[src/rtl/core/gbte_pkg.sv]
// gap buffer text engine: shared constants, operation and status codes, and the
// structs passed between the controller, the text memory and the top level.
// no dependencies.
package gbte_pkg;

   localparam int CAPACITY = 4096;
   localparam int ADDR_W   = $clog2(CAPACITY);
   localparam int POS_W    = 13;
   localparam int CHAR_W   = 32;
   localparam int KIND_W   = 3;
   localparam int STAT_W   = 2;

   localparam logic [POS_W-1:0]  CAP_POS = POS_W'(CAPACITY);
   localparam logic [CHAR_W-1:0] NEWLINE = CHAR_W'(10);

   localparam logic [KIND_W-1:0] KIND_INSERT     = 3'd0;
   localparam logic [KIND_W-1:0] KIND_DEL_BEFORE = 3'd1;
   localparam logic [KIND_W-1:0] KIND_DEL_AFTER  = 3'd2;
   localparam logic [KIND_W-1:0] KIND_READ       = 3'd3;
   localparam logic [KIND_W-1:0] KIND_LINE_START = 3'd4;
   localparam logic [KIND_W-1:0] KIND_LINE_END   = 3'd5;

   localparam logic [STAT_W-1:0] STAT_OK    = 2'd0;
   localparam logic [STAT_W-1:0] STAT_FULL  = 2'd1;
   localparam logic [STAT_W-1:0] STAT_RANGE = 2'd2;
   localparam logic [STAT_W-1:0] STAT_EMPTY = 2'd3;

   typedef struct packed {
      logic              wr_en;
      logic [ADDR_W-1:0] wr_addr;
      logic [CHAR_W-1:0] wr_data;
      logic [ADDR_W-1:0] rd_addr;
   } mem_req_type;

   typedef struct packed {
      logic              valid;
      logic [STAT_W-1:0] status;
      logic [POS_W-1:0]  position;
      logic [CHAR_W-1:0] char_out;
      logic [POS_W-1:0]  text_length;
   } result_type;

endpackage

[src/rtl/core/gbte_ctrl.sv]
// gap buffer text engine: operation sequencer. holds the gap pointers, moves
// the gap one character a cycle through the text memory and runs line scans.
// uses gbte_pkg; drives gbte_text_ram.
module gbte_ctrl (
   input  logic                          clock,
   input  logic                          reset,
   input  logic                          req_valid,
   output logic                          req_ready,
   input  logic [gbte_pkg::KIND_W-1:0]   req_kind,
   input  logic [gbte_pkg::POS_W-1:0]    req_cursor,
   input  logic [gbte_pkg::CHAR_W-1:0]   req_char_in,
   output gbte_pkg::mem_req_type         mem_req,
   input  logic [gbte_pkg::CHAR_W-1:0]   rd_data,
   output gbte_pkg::result_type          result,
   input  logic                          result_take
);

   localparam logic [2:0] S_IDLE  = 3'd0;
   localparam logic [2:0] S_MOVE  = 3'd1;
   localparam logic [2:0] S_FETCH = 3'd2;
   localparam logic [2:0] S_SCAN  = 3'd3;
   localparam logic [2:0] S_RESP  = 3'd4;

   localparam int AW = gbte_pkg::ADDR_W;
   localparam int PW = gbte_pkg::POS_W;
   localparam int CW = gbte_pkg::CHAR_W;
   localparam int SW = gbte_pkg::STAT_W;

   logic [2:0]    state_ff, state_in;
   logic [gbte_pkg::KIND_W-1:0] kind_ff, kind_in;
   logic [PW-1:0] cur_ff, cur_in;
   logic [CW-1:0] ins_data_ff, ins_data_in;
   logic [PW-1:0] gap_first_ff, gap_first_in;
   logic [PW-1:0] gap_after_ff, gap_after_in;
   logic          wr_pend_ff, wr_pend_in;
   logic [AW-1:0] wr_addr_ff, wr_addr_in;
   logic [PW-1:0] scan_pos_ff, scan_pos_in;
   logic [AW-1:0] scan_addr_ff, scan_addr_in;
   logic          scan_up_ff, scan_up_in;
   logic          chk_vld_ff, chk_vld_in;
   logic [PW-1:0] chk_tag_ff, chk_tag_in;
   logic [SW-1:0] res_status_ff, res_status_in;
   logic [PW-1:0] res_pos_ff, res_pos_in;
   logic [CW-1:0] res_char_ff, res_char_in;

   logic [PW-1:0] text_len;
   logic          scan_more;
   logic          scan_hit;

   assign text_len  = gbte_pkg::CAP_POS - (gap_after_ff - gap_first_ff);
   assign scan_more = scan_up_ff ? (scan_pos_ff != text_len) : (scan_pos_ff != '0);
   assign scan_hit  = chk_vld_ff && (rd_data == gbte_pkg::NEWLINE);

   always_comb begin
      state_in      = state_ff;
      kind_in       = kind_ff;
      cur_in        = cur_ff;
      ins_data_in   = ins_data_ff;
      gap_first_in  = gap_first_ff;
      gap_after_in  = gap_after_ff;
      wr_pend_in    = 1'b0;
      wr_addr_in    = wr_addr_ff;
      scan_pos_in   = scan_pos_ff;
      scan_addr_in  = scan_addr_ff;
      scan_up_in    = scan_up_ff;
      chk_vld_in    = 1'b0;
      chk_tag_in    = chk_tag_ff;
      res_status_in = res_status_ff;
      res_pos_in    = res_pos_ff;
      res_char_in   = res_char_ff;
      // pending gap-move write takes the word read in the previous cycle
      mem_req.wr_en   = wr_pend_ff;
      mem_req.wr_addr = wr_addr_ff;
      mem_req.wr_data = rd_data;
      mem_req.rd_addr = scan_addr_ff;

      unique case (state_ff)
         S_IDLE: begin
            if (req_valid) begin
               kind_in       = req_kind;
               cur_in        = req_cursor;
               ins_data_in   = req_char_in;
               res_status_in = gbte_pkg::STAT_OK;
               res_pos_in    = req_cursor;
               res_char_in   = '0;
               state_in      = S_RESP;
               if (req_cursor > text_len) begin
                  res_status_in = gbte_pkg::STAT_RANGE;
               end else begin
                  case (req_kind) inside
                     gbte_pkg::KIND_INSERT: begin
                        if (text_len == gbte_pkg::CAP_POS) begin
                           res_status_in = gbte_pkg::STAT_FULL;
                        end else begin
                           state_in = S_MOVE;
                        end
                     end
                     gbte_pkg::KIND_DEL_BEFORE: begin
                        if (req_cursor == '0) begin
                           res_status_in = gbte_pkg::STAT_EMPTY;
                        end else begin
                           state_in = S_MOVE;
                        end
                     end
                     gbte_pkg::KIND_DEL_AFTER: begin
                        if (req_cursor == text_len) begin
                           res_status_in = gbte_pkg::STAT_EMPTY;
                        end else begin
                           state_in = S_MOVE;
                        end
                     end
                     gbte_pkg::KIND_READ, gbte_pkg::KIND_LINE_START,
                     gbte_pkg::KIND_LINE_END: begin
                        state_in = S_MOVE;
                     end
                     default: begin
                        state_in = S_RESP;
                     end
                  endcase
               end
            end
         end

         S_MOVE: begin
            if (cur_ff < gap_first_ff) begin
               // shift one word from before the gap to its far end
               mem_req.rd_addr = AW'(gap_first_ff - PW'(1));
               wr_addr_in      = AW'(gap_after_ff - PW'(1));
               wr_pend_in      = 1'b1;
               gap_first_in    = gap_first_ff - PW'(1);
               gap_after_in    = gap_after_ff - PW'(1);
            end else if (cur_ff > gap_first_ff) begin
               mem_req.rd_addr = gap_after_ff[AW-1:0];
               wr_addr_in      = gap_first_ff[AW-1:0];
               wr_pend_in      = 1'b1;
               gap_first_in    = gap_first_ff + PW'(1);
               gap_after_in    = gap_after_ff + PW'(1);
            end else if (!wr_pend_ff) begin
               // gap in place and last write drained
               case (kind_ff)
                  gbte_pkg::KIND_INSERT: begin
                     mem_req.wr_en   = 1'b1;
                     mem_req.wr_addr = gap_first_ff[AW-1:0];
                     mem_req.wr_data = ins_data_ff;
                     gap_first_in    = gap_first_ff + PW'(1);
                     res_pos_in      = cur_ff + PW'(1);
                     state_in        = S_RESP;
                  end
                  gbte_pkg::KIND_DEL_BEFORE: begin
                     gap_first_in = gap_first_ff - PW'(1);
                     res_pos_in   = cur_ff - PW'(1);
                     state_in     = S_RESP;
                  end
                  gbte_pkg::KIND_DEL_AFTER: begin
                     mem_req.rd_addr = gap_after_ff[AW-1:0];
                     state_in        = S_FETCH;
                  end
                  gbte_pkg::KIND_READ: begin
                     mem_req.rd_addr = gap_after_ff[AW-1:0];
                     state_in        = (cur_ff == text_len) ? S_RESP : S_FETCH;
                  end
                  gbte_pkg::KIND_LINE_START: begin
                     scan_up_in   = 1'b0;
                     scan_pos_in  = cur_ff;
                     scan_addr_in = AW'(cur_ff - PW'(1));
                     state_in     = S_SCAN;
                  end
                  gbte_pkg::KIND_LINE_END: begin
                     scan_up_in   = 1'b1;
                     scan_pos_in  = cur_ff;
                     scan_addr_in = gap_after_ff[AW-1:0];
                     state_in     = S_SCAN;
                  end
                  default: begin
                     state_in = S_RESP;
                  end
               endcase
            end
         end

         S_FETCH: begin
            res_char_in = rd_data;
            if (kind_ff == gbte_pkg::KIND_DEL_AFTER) begin
               gap_after_in = gap_after_ff + PW'(1);
            end
            state_in = S_RESP;
         end

         S_SCAN: begin
            // one read issued and one word checked per cycle
            if (scan_hit) begin
               res_pos_in = chk_tag_ff;
               state_in   = S_RESP;
            end else if (!scan_more && !chk_vld_ff) begin
               res_pos_in = scan_up_ff ? text_len : '0;
               state_in   = S_RESP;
            end else if (scan_more) begin
               mem_req.rd_addr = scan_addr_ff;
               chk_vld_in      = 1'b1;
               chk_tag_in      = scan_pos_ff;
               if (scan_up_ff) begin
                  scan_pos_in  = scan_pos_ff + PW'(1);
                  scan_addr_in = scan_addr_ff + AW'(1);
               end else begin
                  scan_pos_in  = scan_pos_ff - PW'(1);
                  scan_addr_in = scan_addr_ff - AW'(1);
               end
            end
         end

         S_RESP: begin
            if (result_take) begin
               state_in = S_IDLE;
            end
         end

         default: begin
            state_in = S_IDLE;
         end
      endcase
   end

   always_ff @(posedge clock) begin
      if (reset) begin
         state_ff     <= S_IDLE;
         gap_first_ff <= '0;
         gap_after_ff <= gbte_pkg::CAP_POS;
         wr_pend_ff   <= 1'b0;
         chk_vld_ff   <= 1'b0;
      end else begin
         state_ff     <= state_in;
         gap_first_ff <= gap_first_in;
         gap_after_ff <= gap_after_in;
         wr_pend_ff   <= wr_pend_in;
         chk_vld_ff   <= chk_vld_in;
      end
   end

   always_ff @(posedge clock) begin
      kind_ff       <= kind_in;
      cur_ff        <= cur_in;
      ins_data_ff   <= ins_data_in;
      wr_addr_ff    <= wr_addr_in;
      scan_pos_ff   <= scan_pos_in;
      scan_addr_ff  <= scan_addr_in;
      scan_up_ff    <= scan_up_in;
      chk_tag_ff    <= chk_tag_in;
      res_status_ff <= res_status_in;
      res_pos_ff    <= res_pos_in;
      res_char_ff   <= res_char_in;
   end

   assign req_ready          = (state_ff == S_IDLE);
   assign result.valid       = (state_ff == S_RESP);
   assign result.status      = res_status_ff;
   assign result.position    = res_pos_ff;
   assign result.char_out    = res_char_ff;
   assign result.text_length = text_len;

   a_gap_order: assert property (@(posedge clock) disable iff (reset)
      gap_first_ff <= gap_after_ff)
      else $error("gap start beyond gap end");

   a_gap_bound: assert property (@(posedge clock) disable iff (reset)
      gap_after_ff <= gbte_pkg::CAP_POS)
      else $error("gap end beyond capacity");

   a_wr_from_move: assert property (@(posedge clock) disable iff (reset)
      wr_pend_ff |-> $past(state_ff) == S_MOVE)
      else $error("pending write outside gap move");

   a_scan_gap_still: assert property (@(posedge clock) disable iff (reset)
      state_ff == S_SCAN |=> $stable(gap_first_ff) && $stable(gap_after_ff))
      else $error("gap moved during line scan");

   a_no_write_in_scan: assert property (@(posedge clock) disable iff (reset)
      state_ff == S_SCAN |-> !mem_req.wr_en)
      else $error("memory write during line scan");

endmodule

[config.mk]
export PLATFORM = sky130hd
export DESIGN_NAME = gbte_ctrl
export DESIGN_NICKNAME = d
export VERILOG_FILES = /design/src/rtl/core/gbte_pkg.sv /design/src/rtl/core/gbte_ctrl.sv
export SDC_FILE = /design/constraint.sdc
export NUM_CORES = 1
export LEC_CHECK = 0
export BUFFER_PORTS_ARGS = -buffer_cell sky130_fd_sc_hd__buf_2
export CAP_MARGIN = 10
export CELL_PAD_IN_SITES_DETAIL_PLACEMENT = 1
export CELL_PAD_IN_SITES_GLOBAL_PLACEMENT = 1
export CORE_MARGIN = 8
export CORE_UTILIZATION = 31
export DETAILED_ROUTE_END_ITERATION = 8
export HOLD_SLACK_MARGIN = 0.03
export PLACE_DENSITY = 0.58
export RECOVER_POWER = 25
export SYNTH_ARGS = -nofsm -noshare
export SYNTH_HDL_FRONTEND = slang
export SYNTH_SLANG_ARGS = --single-unit
[constraint.sdc]
create_clock -name clock -period 13.6 [get_ports clock]
set_clock_uncertainty 0.15 [all_clocks]
set_input_delay 3.4 -clock clock [delete_from_list [all_inputs] [get_ports clock]]
set_output_delay 3.4 -clock clock [all_outputs]
set_load 0.1 [all_outputs]
==> flow_summary.json <==
{
  "status": "complete, but fails checks",
  "violations": "max-capacitance violations, max-slew violations",
  "via_per_inst": 5.51,
  "cts_tree": "built",
  "place_congestion": 0.918,
  "fin_crit_ns": 8.28,
  "synth_top_area_share_pct": 35.4,
  "rows": 73,
  "clkLatencyLatePin_ns": 0.45,
  "slowest_delay_ns": 1.28,
  "drt_iter0_markers": 805,
  "r2r_start": "gap_after_ff[6]",
  "grt_pass1_vias": 11300,
  "slew_viol_final": 82,
  "initial_core_util_pct": 31.3,
  "synth.area.top_cells": "edfxtp_1 (35%), ha_1 (7.5%), dfxtp_1 (5.0%), xnor2_1 (4.9%), nor2_1 (4.1%)",
  "tightestPinTransition_ns": 2.45,
  "yosys-top-cells-count": "edfxtp_1 (146), nor2_1 (135), nand2_1 (86), o21ai_0 (83), ha_1 (74)",
  "ios": 203,
  "setup_tns_ns": 0,
  "crit_family": "simple AND/OR/NAND/NOR gates",
  "async_reset_ff_share_pct": 0,
  "hpwl_um": 37900,
  "critPathRequiredTime_ns": 10.05,
  "crit_buf_inv": 1,
  "yosys_warnings": 0,
  "fill_cells": 4627,
  "crit_top_cell": "a21oi_1",
  "cts_setup_buffers": 0,
  "mappedNetlistArea_mm2": 0.0124,
  "syn_inst": 1321,
  "vias": 11200,
  "maxCapViolCount": 2,
  "ys.flop_type": "edfxtp_1",
  "cts_resized": 0,
  "max-clock-path-buffers": 2,
  "fp.dieH_um": 216,
  "fmax_mhz": 121,
  "ys_types": 89,
  "dieArea_mm2": 0.0466,
  "synth_fp_nets": 1482,
  "portBuffers": 202,
  "numCtsBuffers": 17,
  "ff2ff_path_depth": 11,
  "min_to": "chk_tag_ff[11]",
  "multi_input_area_mm2": 0.00686,
  "worstSetupStartpointType": "flop",
  "synth_area_leader_cell": "edfxtp_1",
  "nets": 1653,
  "worstHoldPathType": "flop to flop",
  "critical-path-slowest-cell": "or2_0",
  "final_layout_size_suffix_gt1_share_pct": 19.3,
  "cts_sinks": 177,
  "antenna_found_initial": 1,
  "holdBufCountCts": 0,
  "wire_per_inst_um": 23.9,
  "grt.overflow.total": 0,
  "grt_max_degree": 57,
  "seq_area_mm2": 0.00500,
  "synth-edff-count": 146,
  "avgSynthCellArea_um2": 9.37,
  "slew_headroom_pct": -63.0,
  "drt_wl_total_um": 48600,
  "hold_viol": 0,
  "rsz0062_at_grt": "false",
  "clkTransAtPathRegs_ns": 0.08,
  "reg2reg_slack_ns": 8.18,
  "drtAntennaViolNets": 0,
  "path_max_fanout": 29,
  "ys_ff_latch": 177,
  "die_w_um": 216,
  "path_class": "flop to output pin",
  "first_pass_iters": 5,
  "htree_levels": 4,
  "yosysSeqAreaShare_pct": 40.4,
  "clockRootBuffer": "clkbuf_16",
  "synth.most_common_cell": "edfxtp_1",
  "syn2layout_area_growth_pct": 16.8,
  "track_usage_pct": 20.3,
  "end_kind": "output pin",
  "crit_chain": "ha_1, or4_1, a221o_1, a21oi_1, or2_0, nand2_1, o21ai_0, a21oi_1, buf_2",
  "worstPathArrival_ns": 4.73,
  "fp.coreArea_mm2": 0.0395,
  "setup-violations-final": 0,
  "hold_start": "scan_pos_ff[11]",
  "grt_pass1_wl_um": 73400,
  "r2r_end": "chk_tag_ff[2]",
  "drc": 0,
  "post-route-period-util_pct": 60.9,
  "hold_depth": 0
}
==> per-layer routing <==
metal	track usage, %	part of all wire (%)	vias to the layer above	wire length (um)
met5	0	0.027	-	13
met2	33.0	47	340	22600
li1	-	-	5210	-
met3	2.84	5.0	53	2440
met1	27.8	46	5593	22500
met4	5.63	2.1	2	1030
==> metrics by stage <==
stage	cells	area [um2]	hold slack (ns)	setup WS (ns)	util [%]
final	2031	14500	0.448	5.32	36.5
after global routing	2030	14500	0.451	4.94	36.5
after CTS	2029	14500	0.431	5.59	36.6
after detailed placement	1997	13900	0.418	5.94	35.2
after global placement	1997	13900	0.409	5.95	35.2
after floorplan	1321	12400	0.350	5.35	-
==> kinds of logic (layout without fill, tap and decap cells) <==
kind of cell,after synthesis,in the layout,synth area share [%]
and+or+nand+nor,479,479,19.6
AOI/OAI and AO/OA,301,301,16.1
DFF,177,177,40.4
buffers and inverters,135,319,4.27
xor gates and xnor gates,112,112,8.04
adders and majority gates,77,77,7.96
muxes,40,40,3.58
other,0,1,0
==> how the worst max path moves through the flow <==
stage	from	end	slack, ns	cells after the start
2_1_floorplan	gap_first_ff[2]	mem_req[44]	5.35	12
3_3_place_gp	rd_data[10]	mem_req[22]	5.95	3
3_5_place_dp	rd_data[10]	mem_req[22]	5.94	3
4_1_cts	gap_first_ff[4]	mem_req[53]	5.59	10
5_1_grt	cur_ff[9]	mem_req[1]	4.94	9
6_report	cur_ff[9]	mem_req[1]	5.32	9
==> area by class of cell <==
cell class	count	share of cell area, %
inverter	66	1.71
timing repair buffer	221	7.73
antenna	1	0.0173
sequential	177	34.6
multi-input combinational	1009	47.4
tap	525	4.54
clock inverter	14	0.978
clock buffer	18	2.97
==> cell usage in the layout (no fill, tap or decap), types with 5 or more instances in the layout <==
| cell type | count |
|---|---|
| inv_1 | 64 |
| nand2b_1 | 11 |
| a221oi_1 | 7 |
| or2_2 | 10 |
| o31ai_1 | 5 |
| edfxtp_1 | 146 |
| nor2b_1 | 14 |
| a21o_1 | 16 |
| and4_1 | 8 |
| xor2_1 | 42 |
| a311oi_1 | 8 |
| mux2i_1 | 6 |
| ha_1 | 74 |
| nor4_1 | 20 |
| nor2_1 | 135 |
| xnor2_1 | 69 |
| o211ai_1 | 21 |
| buf_4 | 17 |
| mux2_2 | 33 |
| a21oi_1 | 59 |
| nand3_1 | 42 |
| o22ai_1 | 21 |
| and3_1 | 12 |
| a211oi_1 | 6 |
| or4_1 | 7 |
| o21a_1 | 8 |
| buf_2 | 179 |
| clkbuf_16 | 17 |
| and2_1 | 39 |
| or3_1 | 12 |
| dfxtp_1 | 31 |
| nand4_1 | 19 |
| clkbuf_1 | 26 |
| nor3_1 | 37 |
| a31oi_1 | 9 |
| nand2_1 | 86 |
| o21ai_0 | 83 |
==> registers in the layout (all words and copies together) (netlist names), 2 cells and up <==
register       cells
state_ff           3
res_char_ff       32
wr_addr_ff        12
kind_ff            3
gap_first_ff      13
scan_addr_ff      12
res_pos_ff        13
res_status_ff      2
gap_after_ff      13
cur_ff            13
scan_pos_ff       13
chk_tag_ff        13
ins_data_ff       32
Power is not shown: default switching activity piles up to over one toggle a cycle in this logic, so the estimate is an artifact.
